## config.mk

```make
export PLATFORM = sky130hd
export DESIGN_NAME = priority_round_robin_thread_scheduler_flat
export DESIGN_NICKNAME = d
export VERILOG_FILES = /design/src/rtl/prts_pkg.sv /design/src/rtl/prts_in_if.sv /design/src/rtl/prts_out_if.sv /design/src/rtl/prts_thr_mem.sv /design/src/rtl/prts_ev_mem.sv /design/src/rtl/priority_round_robin_thread_scheduler.sv /design/src/flat_wrapper.sv
export SDC_FILE = /design/constraint.sdc
export NUM_CORES = 2
export LEC_CHECK = 0
export BUFFER_PORTS_ARGS = -buffer_cell sky130_fd_sc_hd__buf_2
export CAP_MARGIN = 20
export CORE_MARGIN = 4
export CORE_UTILIZATION = 45
export DETAILED_ROUTE_END_ITERATION = 10
export GPL_ROUTABILITY_DRIVEN = 0
export GPL_TIMING_DRIVEN = 0
export MAX_ROUTING_LAYER = met4
export PLACE_DENSITY = 0.69
export SETUP_SLACK_MARGIN = 0.15
export SLEW_MARGIN = 20
export SYNTH_ARGS = -nofsm -noshare
export SYNTH_HDL_FRONTEND = slang
export SYNTH_HIERARCHICAL = 1
export SYNTH_SLANG_ARGS = --single-unit
export TNS_END_PERCENT = 100
```

## constraint.sdc

```tcl
create_clock -name clk -period 8.15 [get_ports clk]
set_input_delay 0.4075 -clock clk [delete_from_list [all_inputs] [get_ports clk]]
set_output_delay 0.4075 -clock clk [all_outputs]
set_load 0.02 [all_outputs]
```

## src/rtl/prts_pkg.sv

```systemverilog
// Shared types and constants of the priority round-robin thread scheduler.
package prts_pkg;

    localparam int THREAD_SLOTS = 8;
    localparam int EVENT_SLOTS  = 8;
    localparam int SLOT_BITS    = 3;
    localparam int EV_BITS      = 3;
    localparam int TIME_BITS    = 32;
    localparam int ID_BITS      = 32;
    localparam int PRIO_BITS    = 8;

    // item kinds
    localparam logic [2:0] KIND_TICK      = 3'd0;
    localparam logic [2:0] KIND_SCHED     = 3'd1;
    localparam logic [2:0] KIND_ADD       = 3'd2;
    localparam logic [2:0] KIND_KILL_ID   = 3'd3;
    localparam logic [2:0] KIND_KILL_SELF = 3'd4;
    localparam logic [2:0] KIND_SLEEP     = 3'd5;
    localparam logic [2:0] KIND_ADD_EV    = 3'd6;
    localparam logic [2:0] KIND_SET_BLK   = 3'd7;

    // result status codes
    localparam logic [2:0] ST_OK      = 3'd0;
    localparam logic [2:0] ST_FULL    = 3'd1;
    localparam logic [2:0] ST_NO_FREE = 3'd2;
    localparam logic [2:0] ST_LAST    = 3'd3;
    localparam logic [2:0] ST_NO_THR  = 3'd4;

    typedef struct packed {
        logic [PRIO_BITS-1:0] prio;
        logic [TIME_BITS-1:0] wake;
        logic [ID_BITS-1:0]   ident;
        logic [SLOT_BITS-1:0] nxt;
        logic [SLOT_BITS-1:0] prv;
    } thr_entry_t;

    typedef struct packed {
        logic                 en;
        logic [SLOT_BITS-1:0] addr;
        thr_entry_t           data;
    } thr_wr_t;

    typedef struct packed {
        logic [TIME_BITS-1:0] period;
        logic [TIME_BITS-1:0] due;
    } ev_entry_t;

    typedef struct packed {
        logic               en;
        logic [EV_BITS-1:0] addr;
        ev_entry_t          data;
    } ev_wr_t;

endpackage

```

## src/rtl/prts_in_if.sv

```systemverilog
// Command channel: one scheduler command per item.
interface prts_in_if;
    logic        valid;
    logic        ready;
    logic [2:0]  kind;
    logic [7:0]  priority_req;
    logic [31:0] target_id;
    logic [31:0] sleep_ticks;
    logic [31:0] event_period;
    logic [2:0]  target_slot;
    logic        block_value;

    modport source (output valid, kind, priority_req, target_id, sleep_ticks,
                    event_period, target_slot, block_value, input ready);
    modport sink (input valid, kind, priority_req, target_id, sleep_ticks,
                  event_period, target_slot, block_value, output ready);
endinterface

```

## src/rtl/prts_out_if.sv

```systemverilog
// Result channel: one result item per command.
interface prts_out_if;
    logic        valid;
    logic        ready;
    logic [2:0]  status;
    logic [2:0]  running_slot;
    logic [31:0] running_id;
    logic        switch_request;
    logic [7:0]  fired_events;
    logic [31:0] new_id;

    modport source (output valid, status, running_slot, running_id,
                    switch_request, fired_events, new_id, input ready);
    modport sink (input valid, status, running_slot, running_id,
                  switch_request, fired_events, new_id, output ready);
endinterface

```

## src/rtl/prts_thr_mem.sv

```systemverilog
// Thread table memory: one write port, one read port with registered data.
module prts_thr_mem (
    input  logic                          clk,
    input  logic [prts_pkg::SLOT_BITS-1:0] raddr,
    input  prts_pkg::thr_wr_t             wr,
    output prts_pkg::thr_entry_t          q
);
    import prts_pkg::*;

    thr_entry_t mem [THREAD_SLOTS];

    // write, then register the read entry
    always_ff @(posedge clk)
    begin
        if (wr.en)
        begin
            mem[wr.addr] <= wr.data;
        end
        q <= mem[raddr];
    end
endmodule

```

## src/rtl/prts_ev_mem.sv

```systemverilog
// Periodic event memory: one write port, one read port with registered data.
module prts_ev_mem (
    input  logic                        clk,
    input  logic [prts_pkg::EV_BITS-1:0] raddr,
    input  prts_pkg::ev_wr_t            wr,
    output prts_pkg::ev_entry_t         q
);
    import prts_pkg::*;

    ev_entry_t mem [EVENT_SLOTS];

    // write, then register the read entry
    always_ff @(posedge clk)
    begin
        if (wr.en)
        begin
            mem[wr.addr] <= wr.data;
        end
        q <= mem[raddr];
    end
endmodule

```

## src/rtl/priority_round_robin_thread_scheduler.sv

```systemverilog
// Top level: command sequencer around the thread and event memories.
// The scheduler takes one command at a time and answers each with one result item.
// Thread table and event table sit in synchronous memories; a sequencer reads,
// modifies and writes entries back, one entry at a time. Kill by id searches
// the slots one by one; a schedule walks the ring after the running slot (at
// most 8 steps); a tick checks every registered event, then walks the same ring.
// The next command is taken while the previous result still waits in the output
// register.
module priority_round_robin_thread_scheduler (
    input logic       clk,
    input logic       rst_n,
    prts_in_if.sink   cmd,
    prts_out_if.source rsp
);
    import prts_pkg::*;

    typedef enum logic [4:0] {
        S_IDLE, S_DISPATCH, S_ADD_RD, S_ADD_GET, S_UNL_RD, S_UNL_GET,
        S_P1_RD, S_P1_WR, S_P2_RD, S_P2_WR, S_SLP_RD, S_SLP_WR,
        S_FIND_TEST, S_FIND_CHK, S_EV_TEST, S_EV_CHK,
        S_WALK_RD0, S_WALK_GET0, S_WALK_TEST, S_WALK_CHK, S_FIN_RD, S_FIN
    } state_t;

    state_t state_reg, state_next;

    logic [THREAD_SLOTS-1:0] alive_reg, alive_next;
    logic [THREAD_SLOTS-1:0] blk_reg, blk_next;
    logic [THREAD_SLOTS-1:0] slp_reg, slp_next;
    logic [SLOT_BITS-1:0]    run_reg, run_next;
    logic [3:0]              live_reg, live_next;
    logic [15:0]             idc_reg, idc_next;
    logic [TIME_BITS-1:0]    tick_reg, tick_next;
    logic [3:0]              evc_reg, evc_next;

    // latched command
    logic [2:0]           kind_reg, kind_next;
    logic [PRIO_BITS-1:0] prio_reg, prio_next;
    logic [ID_BITS-1:0]   tid_reg, tid_next;
    logic [TIME_BITS-1:0] sl_reg, sl_next;
    logic [TIME_BITS-1:0] per_reg, per_next;
    logic [2:0]           tslot_reg, tslot_next;
    logic                 bval_reg, bval_next;

    // work registers
    logic [SLOT_BITS-1:0] cur_reg, cur_next;
    logic [3:0]           cnt_reg, cnt_next;
    logic [8:0]           best_reg, best_next;
    logic [SLOT_BITS-1:0] pick_reg, pick_next;
    logic [SLOT_BITS-1:0] slot_reg, slot_next;
    logic [SLOT_BITS-1:0] anc_reg, anc_next;
    logic [SLOT_BITS-1:0] p1s_reg, p1s_next, p1v_reg, p1v_next;
    logic [SLOT_BITS-1:0] p2s_reg, p2s_next, p2v_reg, p2v_next;
    logic [2:0]           st_reg, st_next;
    logic                 sw_reg, sw_next;
    logic [7:0]           fired_reg, fired_next;
    logic [31:0]          nid_reg, nid_next;

    // output register
    logic        ov_reg, ov_next;
    logic [2:0]  o_st_reg, o_st_next;
    logic [2:0]  o_rs_reg, o_rs_next;
    logic [31:0] o_rid_reg, o_rid_next;
    logic        o_sw_reg, o_sw_next;
    logic [7:0]  o_fe_reg, o_fe_next;
    logic [31:0] o_nid_reg, o_nid_next;

    logic [SLOT_BITS-1:0] thr_raddr;
    thr_wr_t              thr_wr;
    thr_entry_t           thr_q;
    logic [EV_BITS-1:0]   ev_raddr;
    ev_wr_t               ev_wr;
    ev_entry_t            ev_q;

    logic                 free_found;
    logic [SLOT_BITS-1:0] free_idx, first_alive;

    prts_thr_mem u_thr (.clk(clk), .raddr(thr_raddr), .wr(thr_wr), .q(thr_q));
    prts_ev_mem  u_ev  (.clk(clk), .raddr(ev_raddr), .wr(ev_wr), .q(ev_q));

    // find lowest dead slot and lowest live slot
    always_comb
    begin
        free_found  = 1'b0;
        free_idx    = '0;
        first_alive = '0;
        for (int i = THREAD_SLOTS - 1; i >= 0; i--)
        begin
            if (!alive_reg[i])
            begin
                free_found = 1'b1;
                free_idx   = SLOT_BITS'(i);
            end
            else
            begin
                first_alive = SLOT_BITS'(i);
            end
        end
    end

    assign cmd.ready          = (state_reg == S_IDLE);
    assign rsp.valid          = ov_reg;
    assign rsp.status         = o_st_reg;
    assign rsp.running_slot   = o_rs_reg;
    assign rsp.running_id     = o_rid_reg;
    assign rsp.switch_request = o_sw_reg;
    assign rsp.fired_events   = o_fe_reg;
    assign rsp.new_id         = o_nid_reg;

    // sequence one command through the memories
    always_comb
    begin
        state_next = state_reg;
        alive_next = alive_reg;
        blk_next   = blk_reg;
        slp_next   = slp_reg;
        run_next   = run_reg;
        live_next  = live_reg;
        idc_next   = idc_reg;
        tick_next  = tick_reg;
        evc_next   = evc_reg;
        kind_next  = kind_reg;
        prio_next  = prio_reg;
        tid_next   = tid_reg;
        sl_next    = sl_reg;
        per_next   = per_reg;
        tslot_next = tslot_reg;
        bval_next  = bval_reg;
        cur_next   = cur_reg;
        cnt_next   = cnt_reg;
        best_next  = best_reg;
        pick_next  = pick_reg;
        slot_next  = slot_reg;
        anc_next   = anc_reg;
        p1s_next   = p1s_reg;
        p1v_next   = p1v_reg;
        p2s_next   = p2s_reg;
        p2v_next   = p2v_reg;
        st_next    = st_reg;
        sw_next    = sw_reg;
        fired_next = fired_reg;
        nid_next   = nid_reg;
        ov_next    = ov_reg && !rsp.ready;
        o_st_next  = o_st_reg;
        o_rs_next  = o_rs_reg;
        o_rid_next = o_rid_reg;
        o_sw_next  = o_sw_reg;
        o_fe_next  = o_fe_reg;
        o_nid_next = o_nid_reg;
        thr_raddr  = run_reg;
        thr_wr     = '0;
        ev_raddr   = cnt_reg[EV_BITS-1:0];
        ev_wr      = '0;

        unique case (state_reg)
            S_IDLE:
            begin
                if (cmd.valid)
                begin
                    kind_next  = cmd.kind;
                    prio_next  = cmd.priority_req;
                    tid_next   = cmd.target_id;
                    sl_next    = cmd.sleep_ticks;
                    per_next   = cmd.event_period;
                    tslot_next = cmd.target_slot;
                    bval_next  = cmd.block_value;
                    st_next    = ST_OK;
                    sw_next    = 1'b0;
                    fired_next = '0;
                    nid_next   = '0;
                    state_next = S_DISPATCH;
                end
            end
            S_DISPATCH:
            begin
                state_next = S_FIN_RD;
                unique case (kind_reg)
                    KIND_TICK:
                    begin
                        tick_next  = tick_reg + TIME_BITS'(1);
                        sw_next    = 1'b1;
                        cnt_next   = '0;
                        state_next = S_EV_TEST;
                    end
                    KIND_SCHED:
                    begin
                        if (live_reg != 4'd0)
                        begin
                            state_next = S_WALK_RD0;
                        end
                    end
                    KIND_ADD:
                    begin
                        if (live_reg >= 4'(THREAD_SLOTS))
                        begin
                            st_next = ST_FULL;
                        end
                        else if (!free_found)
                        begin
                            st_next = ST_NO_FREE;
                        end
                        else
                        begin
                            slot_next = free_idx;
                            nid_next  = {idc_reg, 13'd0, free_idx};
                            idc_next  = idc_reg + 16'd1;
                            slp_next[free_idx] = 1'b0;
                            blk_next[free_idx] = 1'b0;
                            if (live_reg == 4'd0)
                            begin
                                // first thread forms a ring of its own
                                thr_wr.en         = 1'b1;
                                thr_wr.addr       = free_idx;
                                thr_wr.data.prio  = prio_reg;
                                thr_wr.data.wake  = '0;
                                thr_wr.data.ident = {idc_reg, 13'd0, free_idx};
                                thr_wr.data.nxt   = free_idx;
                                thr_wr.data.prv   = free_idx;
                                alive_next[free_idx] = 1'b1;
                                live_next = live_reg + 4'd1;
                            end
                            else
                            begin
                                anc_next   = first_alive;
                                state_next = S_ADD_RD;
                            end
                        end
                    end
                    KIND_KILL_ID:
                    begin
                        if (live_reg == 4'd1)
                        begin
                            st_next = ST_LAST;
                        end
                        else
                        begin
                            cnt_next   = '0;
                            state_next = S_FIND_TEST;
                        end
                    end
                    KIND_KILL_SELF:
                    begin
                        if (live_reg == 4'd1)
                        begin
                            st_next = ST_LAST;
                        end
                        else if (!alive_reg[run_reg])
                        begin
                            st_next = ST_NO_THR;
                        end
                        else
                        begin
                            slot_next  = run_reg;
                            sw_next    = 1'b1;
                            state_next = S_UNL_RD;
                        end
                    end
                    KIND_SLEEP:
                    begin
                        slp_next[run_reg] = 1'b1;
                        sw_next    = 1'b1;
                        state_next = S_SLP_RD;
                    end
                    KIND_ADD_EV:
                    begin
                        if (evc_reg >= 4'(EVENT_SLOTS))
                        begin
                            st_next = ST_FULL;
                        end
                        else
                        begin
                            ev_wr.en          = 1'b1;
                            ev_wr.addr        = evc_reg[EV_BITS-1:0];
                            ev_wr.data.period = per_reg;
                            ev_wr.data.due    = TIME_BITS'(evc_reg) + TIME_BITS'(1);
                            evc_next = evc_reg + 4'd1;
                        end
                    end
                    KIND_SET_BLK:
                    begin
                        blk_next[tslot_reg] = bval_reg;
                    end
                    default:
                    begin
                        state_next = S_FIN_RD;
                    end
                endcase
            end
            // link a new thread just before the lowest live slot
            S_ADD_RD:
            begin
                thr_raddr  = anc_reg;
                state_next = S_ADD_GET;
            end
            S_ADD_GET:
            begin
                thr_wr.en         = 1'b1;
                thr_wr.addr       = slot_reg;
                thr_wr.data.prio  = prio_reg;
                thr_wr.data.wake  = '0;
                thr_wr.data.ident = nid_reg;
                thr_wr.data.nxt   = anc_reg;
                thr_wr.data.prv   = thr_q.prv;
                p1s_next = thr_q.prv;
                p1v_next = slot_reg;
                p2s_next = anc_reg;
                p2v_next = slot_reg;
                alive_next[slot_reg] = 1'b1;
                live_next  = live_reg + 4'd1;
                state_next = S_P1_RD;
            end
            // take a slot out of the ring
            S_UNL_RD:
            begin
                thr_raddr  = slot_reg;
                state_next = S_UNL_GET;
            end
            S_UNL_GET:
            begin
                p1s_next = thr_q.prv;
                p1v_next = thr_q.nxt;
                p2s_next = thr_q.nxt;
                p2v_next = thr_q.prv;
                alive_next[slot_reg] = 1'b0;
                live_next  = live_reg - 4'd1;
                state_next = S_P1_RD;
            end
            // patch next link, then prev link
            S_P1_RD:
            begin
                thr_raddr  = p1s_reg;
                state_next = S_P1_WR;
            end
            S_P1_WR:
            begin
                thr_wr.en       = 1'b1;
                thr_wr.addr     = p1s_reg;
                thr_wr.data     = thr_q;
                thr_wr.data.nxt = p1v_reg;
                state_next      = S_P2_RD;
            end
            S_P2_RD:
            begin
                thr_raddr  = p2s_reg;
                state_next = S_P2_WR;
            end
            S_P2_WR:
            begin
                thr_wr.en       = 1'b1;
                thr_wr.addr     = p2s_reg;
                thr_wr.data     = thr_q;
                thr_wr.data.prv = p2v_reg;
                state_next      = S_FIN_RD;
            end
            // store wake time of the running slot
            S_SLP_RD:
            begin
                state_next = S_SLP_WR;
            end
            S_SLP_WR:
            begin
                thr_wr.en        = 1'b1;
                thr_wr.addr      = run_reg;
                thr_wr.data      = thr_q;
                thr_wr.data.wake = sl_reg + tick_reg;
                state_next       = S_FIN_RD;
            end
            // search live slots for the id
            S_FIND_TEST:
            begin
                if (cnt_reg == 4'(THREAD_SLOTS))
                begin
                    st_next    = ST_NO_THR;
                    state_next = S_FIN_RD;
                end
                else
                begin
                    thr_raddr  = cnt_reg[SLOT_BITS-1:0];
                    state_next = S_FIND_CHK;
                end
            end
            S_FIND_CHK:
            begin
                if (alive_reg[cnt_reg[SLOT_BITS-1:0]] && thr_q.ident == tid_reg)
                begin
                    slot_next  = cnt_reg[SLOT_BITS-1:0];
                    sw_next    = (cnt_reg[SLOT_BITS-1:0] == run_reg);
                    state_next = S_UNL_RD;
                end
                else
                begin
                    cnt_next   = cnt_reg + 4'd1;
                    state_next = S_FIND_TEST;
                end
            end
            // fire due events
            S_EV_TEST:
            begin
                if (cnt_reg >= evc_reg)
                begin
                    state_next = (live_reg == 4'd0) ? S_FIN_RD : S_WALK_RD0;
                end
                else
                begin
                    state_next = S_EV_CHK;
                end
            end
            S_EV_CHK:
            begin
                if (ev_q.due == tick_reg)
                begin
                    ev_wr.en          = 1'b1;
                    ev_wr.addr        = cnt_reg[EV_BITS-1:0];
                    ev_wr.data.period = ev_q.period;
                    ev_wr.data.due    = ev_q.period + tick_reg;
                    fired_next[cnt_reg[EV_BITS-1:0]] = 1'b1;
                end
                cnt_next   = cnt_reg + 4'd1;
                state_next = S_EV_TEST;
            end
            // walk the ring after the running slot
            S_WALK_RD0:
            begin
                state_next = S_WALK_GET0;
            end
            S_WALK_GET0:
            begin
                cur_next   = thr_q.nxt;
                cnt_next   = '0;
                best_next  = 9'd256;
                pick_next  = run_reg;
                state_next = S_WALK_TEST;
            end
            S_WALK_TEST:
            begin
                if (cnt_reg == 4'(THREAD_SLOTS) || cur_reg == run_reg)
                begin
                    if (kind_reg == KIND_SCHED)
                    begin
                        run_next = pick_reg;
                    end
                    state_next = S_FIN_RD;
                end
                else
                begin
                    thr_raddr  = cur_reg;
                    state_next = S_WALK_CHK;
                end
            end
            S_WALK_CHK:
            begin
                if (kind_reg == KIND_SCHED)
                begin
                    if (alive_reg[cur_reg] && !blk_reg[cur_reg] && !slp_reg[cur_reg]
                        && {1'b0, thr_q.prio} < best_reg)
                    begin
                        pick_next = cur_reg;
                        best_next = {1'b0, thr_q.prio};
                    end
                end
                else if (alive_reg[cur_reg] && slp_reg[cur_reg]
                         && thr_q.wake <= tick_reg)
                begin
                    slp_next[cur_reg] = 1'b0;
                end
                cur_next   = thr_q.nxt;
                cnt_next   = cnt_reg + 4'd1;
                state_next = S_WALK_TEST;
            end
            // read running entry and hand out the result
            S_FIN_RD:
            begin
                state_next = S_FIN;
            end
            S_FIN:
            begin
                if (!ov_reg || rsp.ready)
                begin
                    ov_next    = 1'b1;
                    o_st_next  = st_reg;
                    o_rs_next  = run_reg;
                    o_rid_next = alive_reg[run_reg] ? thr_q.ident : '0;
                    o_sw_next  = sw_reg;
                    o_fe_next  = fired_reg;
                    o_nid_next = nid_reg;
                    state_next = S_IDLE;
                end
            end
            default:
            begin
                state_next = S_IDLE;
            end
        endcase
    end

    // hold state, thread marks, counters and the result valid flag
    always_ff @(posedge clk or negedge rst_n)
    begin
        if (!rst_n)
        begin
            state_reg <= S_IDLE;
            alive_reg <= '0;
            blk_reg   <= '0;
            slp_reg   <= '0;
            run_reg   <= '0;
            live_reg  <= '0;
            idc_reg   <= '0;
            tick_reg  <= '0;
            evc_reg   <= '0;
            ov_reg    <= 1'b0;
        end
        else
        begin
            state_reg <= state_next;
            alive_reg <= alive_next;
            blk_reg   <= blk_next;
            slp_reg   <= slp_next;
            run_reg   <= run_next;
            live_reg  <= live_next;
            idc_reg   <= idc_next;
            tick_reg  <= tick_next;
            evc_reg   <= evc_next;
            ov_reg    <= ov_next;
        end
    end

    // payload registers
    always_ff @(posedge clk)
    begin
        kind_reg  <= kind_next;
        prio_reg  <= prio_next;
        tid_reg   <= tid_next;
        sl_reg    <= sl_next;
        per_reg   <= per_next;
        tslot_reg <= tslot_next;
        bval_reg  <= bval_next;
        cur_reg   <= cur_next;
        cnt_reg   <= cnt_next;
        best_reg  <= best_next;
        pick_reg  <= pick_next;
        slot_reg  <= slot_next;
        anc_reg   <= anc_next;
        p1s_reg   <= p1s_next;
        p1v_reg   <= p1v_next;
        p2s_reg   <= p2s_next;
        p2v_reg   <= p2v_next;
        st_reg    <= st_next;
        sw_reg    <= sw_next;
        fired_reg <= fired_next;
        nid_reg   <= nid_next;
        o_st_reg  <= o_st_next;
        o_rs_reg  <= o_rs_next;
        o_rid_reg <= o_rid_next;
        o_sw_reg  <= o_sw_next;
        o_fe_reg  <= o_fe_next;
        o_nid_reg <= o_nid_next;
    end

    a_live_count: assert property (@(posedge clk) disable iff (!rst_n)
        $countones(alive_reg) == 32'(live_reg))
        else $error("live count disagrees with alive marks");

    a_rsp_from_fin: assert property (@(posedge clk) disable iff (!rst_n)
        $rose(ov_reg) |-> $past(state_reg == S_FIN))
        else $error("result raised outside the finish step");

    a_no_idle_write: assert property (@(posedge clk) disable iff (!rst_n)
        (state_reg == S_IDLE) |-> !thr_wr.en && !ev_wr.en)
        else $error("memory write while idle");

endmodule
```

## src/flat_wrapper.sv

```systemverilog
// flat-port wrapper written by rule: the top's interface ports become plain ports
module priority_round_robin_thread_scheduler_flat import prts_pkg::*;
  (clk, rst_n, cmd_valid, cmd_kind, cmd_priority_req, cmd_target_id, cmd_sleep_ticks, cmd_event_period, cmd_target_slot, cmd_block_value, cmd_ready, rsp_valid, rsp_status, rsp_running_slot, rsp_running_id, rsp_switch_request, rsp_fired_events, rsp_new_id, rsp_ready);
  prts_in_if cmd_i ();
  prts_out_if rsp_i ();
  input logic clk;
  input logic rst_n;
  input wire logic [$bits(cmd_i.valid)-1:0] cmd_valid;
  input wire logic [$bits(cmd_i.kind)-1:0] cmd_kind;
  input wire logic [$bits(cmd_i.priority_req)-1:0] cmd_priority_req;
  input wire logic [$bits(cmd_i.target_id)-1:0] cmd_target_id;
  input wire logic [$bits(cmd_i.sleep_ticks)-1:0] cmd_sleep_ticks;
  input wire logic [$bits(cmd_i.event_period)-1:0] cmd_event_period;
  input wire logic [$bits(cmd_i.target_slot)-1:0] cmd_target_slot;
  input wire logic [$bits(cmd_i.block_value)-1:0] cmd_block_value;
  output wire logic [$bits(cmd_i.ready)-1:0] cmd_ready;
  output wire logic [$bits(rsp_i.valid)-1:0] rsp_valid;
  output wire logic [$bits(rsp_i.status)-1:0] rsp_status;
  output wire logic [$bits(rsp_i.running_slot)-1:0] rsp_running_slot;
  output wire logic [$bits(rsp_i.running_id)-1:0] rsp_running_id;
  output wire logic [$bits(rsp_i.switch_request)-1:0] rsp_switch_request;
  output wire logic [$bits(rsp_i.fired_events)-1:0] rsp_fired_events;
  output wire logic [$bits(rsp_i.new_id)-1:0] rsp_new_id;
  input wire logic [$bits(rsp_i.ready)-1:0] rsp_ready;
  assign cmd_i.valid = cmd_valid;
  assign cmd_i.kind = cmd_kind;
  assign cmd_i.priority_req = cmd_priority_req;
  assign cmd_i.target_id = cmd_target_id;
  assign cmd_i.sleep_ticks = cmd_sleep_ticks;
  assign cmd_i.event_period = cmd_event_period;
  assign cmd_i.target_slot = cmd_target_slot;
  assign cmd_i.block_value = cmd_block_value;
  assign cmd_ready = cmd_i.ready;
  assign rsp_valid = rsp_i.valid;
  assign rsp_status = rsp_i.status;
  assign rsp_running_slot = rsp_i.running_slot;
  assign rsp_running_id = rsp_i.running_id;
  assign rsp_switch_request = rsp_i.switch_request;
  assign rsp_fired_events = rsp_i.fired_events;
  assign rsp_new_id = rsp_i.new_id;
  assign rsp_i.ready = rsp_ready;
  priority_round_robin_thread_scheduler u_core (.clk(clk), .rst_n(rst_n), .cmd(cmd_i), .rsp(rsp_i));
endmodule
```

==> results by group <==
CTS
  – Root Buffer: clkbuf_16
  – CTS clk-pin slew, worst paths: 0.06 ns
  – Sink Count: 1612
  – Maximum buffer depth of the clock tree: 3
  – TritonCTS buffer count: 163
  – Post-cts sizing count: 0
  – Postcts setup bufs: 0
  – H-tree levels: 4
  – CTS tree: done
  – Clk_lat worst skew: 0.79 ns

Yosys
  – Syn_area_per_cell: 17.3 um^2
  – Area contributors post-synth: edfxtp_1 63%, mux4_2 9.8%, dfxtp_1 4.3%
  – Yosys reg bits: 1612
  – Synth top cells by count: 1381 x edfxtp_1, 287 x mux4_2, 196 x nand2_1
  – Synth Flop Type: edfxtp_1
  – Async SR Flop Fraction: 5.52%
  – Distinct cells, synth: 74
  – Seq/Total Area, Yosys: 70.6%
  – Synth Warn #: 6
  – Post-Syn Area: 0.0659 mm^2
  – Post-Synthesis Cells: 3800
  – Post-synth top area share: 62.9%
  – Most common cell in the netlist: edfxtp_1
  – Post-synth top area cell: edfxtp_1
  – EDFF count, synth: 1381

Cells and area
  – Largest Register: u_core/u_thr/mem
  – Share of cells above drive strength 1: 23.8%
  – Max reg flops: 624
  – Biggest regs: u_core/u_thr/mem: 624 flops, u_core/u_ev/mem: 512 flops, u_core/u_thr/q: 78 flops
  – Post-Route Utilization: 53.4%
  – Final net count: 4603
  – Area growth, synth to finish: 17.8%

Floorplanning
  – I/O pins: 196
  – Die height: 391 um
  – Initial Utilization: 45.3%
  – Core ar.: 0.146 mm^2
  – Die width: 391 um
  – FP Rows: 140
  – Die footprint: 0.153 mm^2

STA
  – RSZ-0062 raised after global routing: false
  – Count of pins over their slew limit: 0
  – Final worst-path cycle share: 78.1%
  – Final hold violations: 0
  – Final Skew: 0.0437 ns
  – # setup viols final: 0
  – Clock period minus worst slack: 6.36 ns
  – Slew @ Worst Pin: 1.12 ns
  – Headroom to the max-slew limit: 24.9%
  – Fmax: 157 MHz

Worst setup path
  – Critical path peak fanout: 10
  – CP Buf/Inv Count: 6
  – Worst setup path class: reg -> reg
  – Slowest CP cell: nor4_1
  – Critical path arrival: 6.85 ns
  – Critical Path RT: 8.64 ns
  – Type of destination of the critical path: flip-flop
  – Worst-path cell chain: clkbuf_1 -> xor2_1 -> nor4_1 -> nand4_1 -> nor4_1 -> clkbuf_1 -> or2_2 -> nand2b_1 -> nor3_2 -> buf_6 -> buf_4 -> buf_4 -> buf_6
  – Worst r2r src: u_core/tick_reg[2]$_DFFE_PN0P_
  – Setup crit start kind: flip-flop
  – Crit path from: u_core/tick_reg[2]$_DFFE_PN0P_
  – Top delay family on crit path: simple AND/OR/NAND/NOR gates
  – CP peak stage delay: 0.96 ns

Routing
  – Vias: 37367
  – Average wire per standard cell: 25.6 um
  – 1st-iter DRT viols: 4231
  – DR vias/cell: 5.81
  – Final WL: 164000 um
  – DRT antenna net count: 0
  – DRC Markers: 0
  – Drt pass-1 iters: 9

Flow run
  – Max Cap Viol: 0

Global routing
  – Total gr overflow: 0
  – Gr busiest metal: met2
  – Largest net degree at the start of global routing: 63
  – Met2 usage: 32.4%
  – First-pass GRT wire length: 243000 um
  – GRT Resource Usage Total: 22.0%
  – GRT met3 Usage: 4.37%
  – GR Util met1: 32.0%
  – Initial antenna violation count: 4
  – Vias in the first global route: 36653

Placement
  – PortBufs: 182
  – Final HPWL DP: 112000 um

Hold path
  – HP Class: in -> async

Pwr
  – Leak pwr: 27.6 nW
  – Tot Pwr: 24.1 mW
  – Peak VDD IR: 0.000222 V
  – P per Cell Area: 310 mW/mm^2

Run status
  – Status: finished clean
==> report_power, final <==
part | total (mW) | leakage (nW) | switching [mW] | internal [mW]
registers | 10.6 | 15.8 | 0.633 | 10.0
clock network | 7.43 | 2.63 | 3.14 | 4.29
logic | 6.00 | 9.18 | 3.31 | 2.69
total | 24.1 | 27.6 | 7.08 | 17.0
==> routing by layer <==
| metal | wire, um | share of wire (%) |
|---|---|---|
| met2 | 74600 | 45 |
| met1 | 71200 | 43 |
| met4 | 3430 | 2.1 |
| met3 | 15200 | 9.2 |
| met5 | 0 | 0 |
==> kinds of logic (layout without fill, tap and decap cells) <==
| group | after synthesis | in the layout | share of synthesized area (%) |
|---|---|---|---|
| flops | 1612 | 1612 | 70.6 |
| other cells | 1 | 16 | 0.00569 |
| buf+inv | 262 | 959 | 1.95 |
| xor+xnor | 179 | 179 | 2.38 |
| fa+ha+maj | 116 | 116 | 2.22 |
| mux | 455 | 455 | 12.6 |
| compound gates | 482 | 482 | 5.04 |
| simple gates | 693 | 693 | 5.16 |
==> worst register-to-register path, cell delays in order, from the launching register on <==
cell	delay, ns
dfrtp_1	0.47
clkbuf_1	0.50
xor2_1	0.14
nor4_1	0.96
nand4_1	0.38
nor4_1	0.89
clkbuf_1	0.85
or2_2	0.28
nand2b_1	0.22
nor3_2	0.54
buf_6	0.23
buf_4	0.21
buf_4	0.23
buf_6	0.17
==> area by class of cell <==
type / count / area, um^2
Fill cell: 11226 / 67900
Inverter: 72 / 270
Antenna cell: 3 / 7.51
Timing Repair Buffer: 395 / 3740
Sequential cell: 1612 / 46500
Multi-Input combinational cell: 1938 / 18300
Clock buffer: 220 / 4490
Clock inverter: 82 / 917
Tap cell: 1917 / 2400
Buffer: 190 / 1010
==> final timing paths <==
kind                                                    end  slack (ns)  depth (start not counted)
min reg2reg                  u_core/rsp.status[0]$_DFFE_PP_        0.42                          0
max reg2reg                u_core/u_ev/mem[0][40]$_DFFE_PP_        1.79                         13
max                        u_core/u_ev/mem[0][40]$_DFFE_PP_        1.79                         13
min in group clk            u_core/state_reg[0]$_DFFE_PN0P_        0.10                          3
max in group asynchronous   u_core/tick_reg[23]$_DFFE_PN0P_        7.37                          3
min                           u_core/idc_reg[0]$_DFFE_PN0P_         0.1                          2
==> repair_timing <==
item,CTS,global route
hold buffers,113,0
setup endpoints to repair,0,0
hold endpoints to repair,201,0
==> metrics by stage <==
step	setup TNS (ns)	cell area [um^2]	hold WS (ns)	setup slack [ns]	instances
CTS	0	77700	0.0401	1.95	6426
finish	0	77700	0.0988	1.79	6429
global placement	-3968.84	69300	0.402	-6.81	5911
global route	0	77700	0.0906	1.63	6427
detailed placement	0	71100	0.308	1.97	6011
floorplan	0	66000	0.112	0.199	3812
==> cells in the final DEF (no fill, tap or decap), types with 96 or more instances in the layout <==
master and instances:
nand2_1 196, buf_2 202, mux2_2 147, edfxtp_1 1381, dlygate4sd3_1 113, clkbuf_1 139
xnor2_1 122, nor2_1 138, ha_1 114, mux4_2 287, a21oi_1 96, clkbuf_16 167
dfxtp_1 142
No activity file was read; power rests on OpenSTA's default activity.
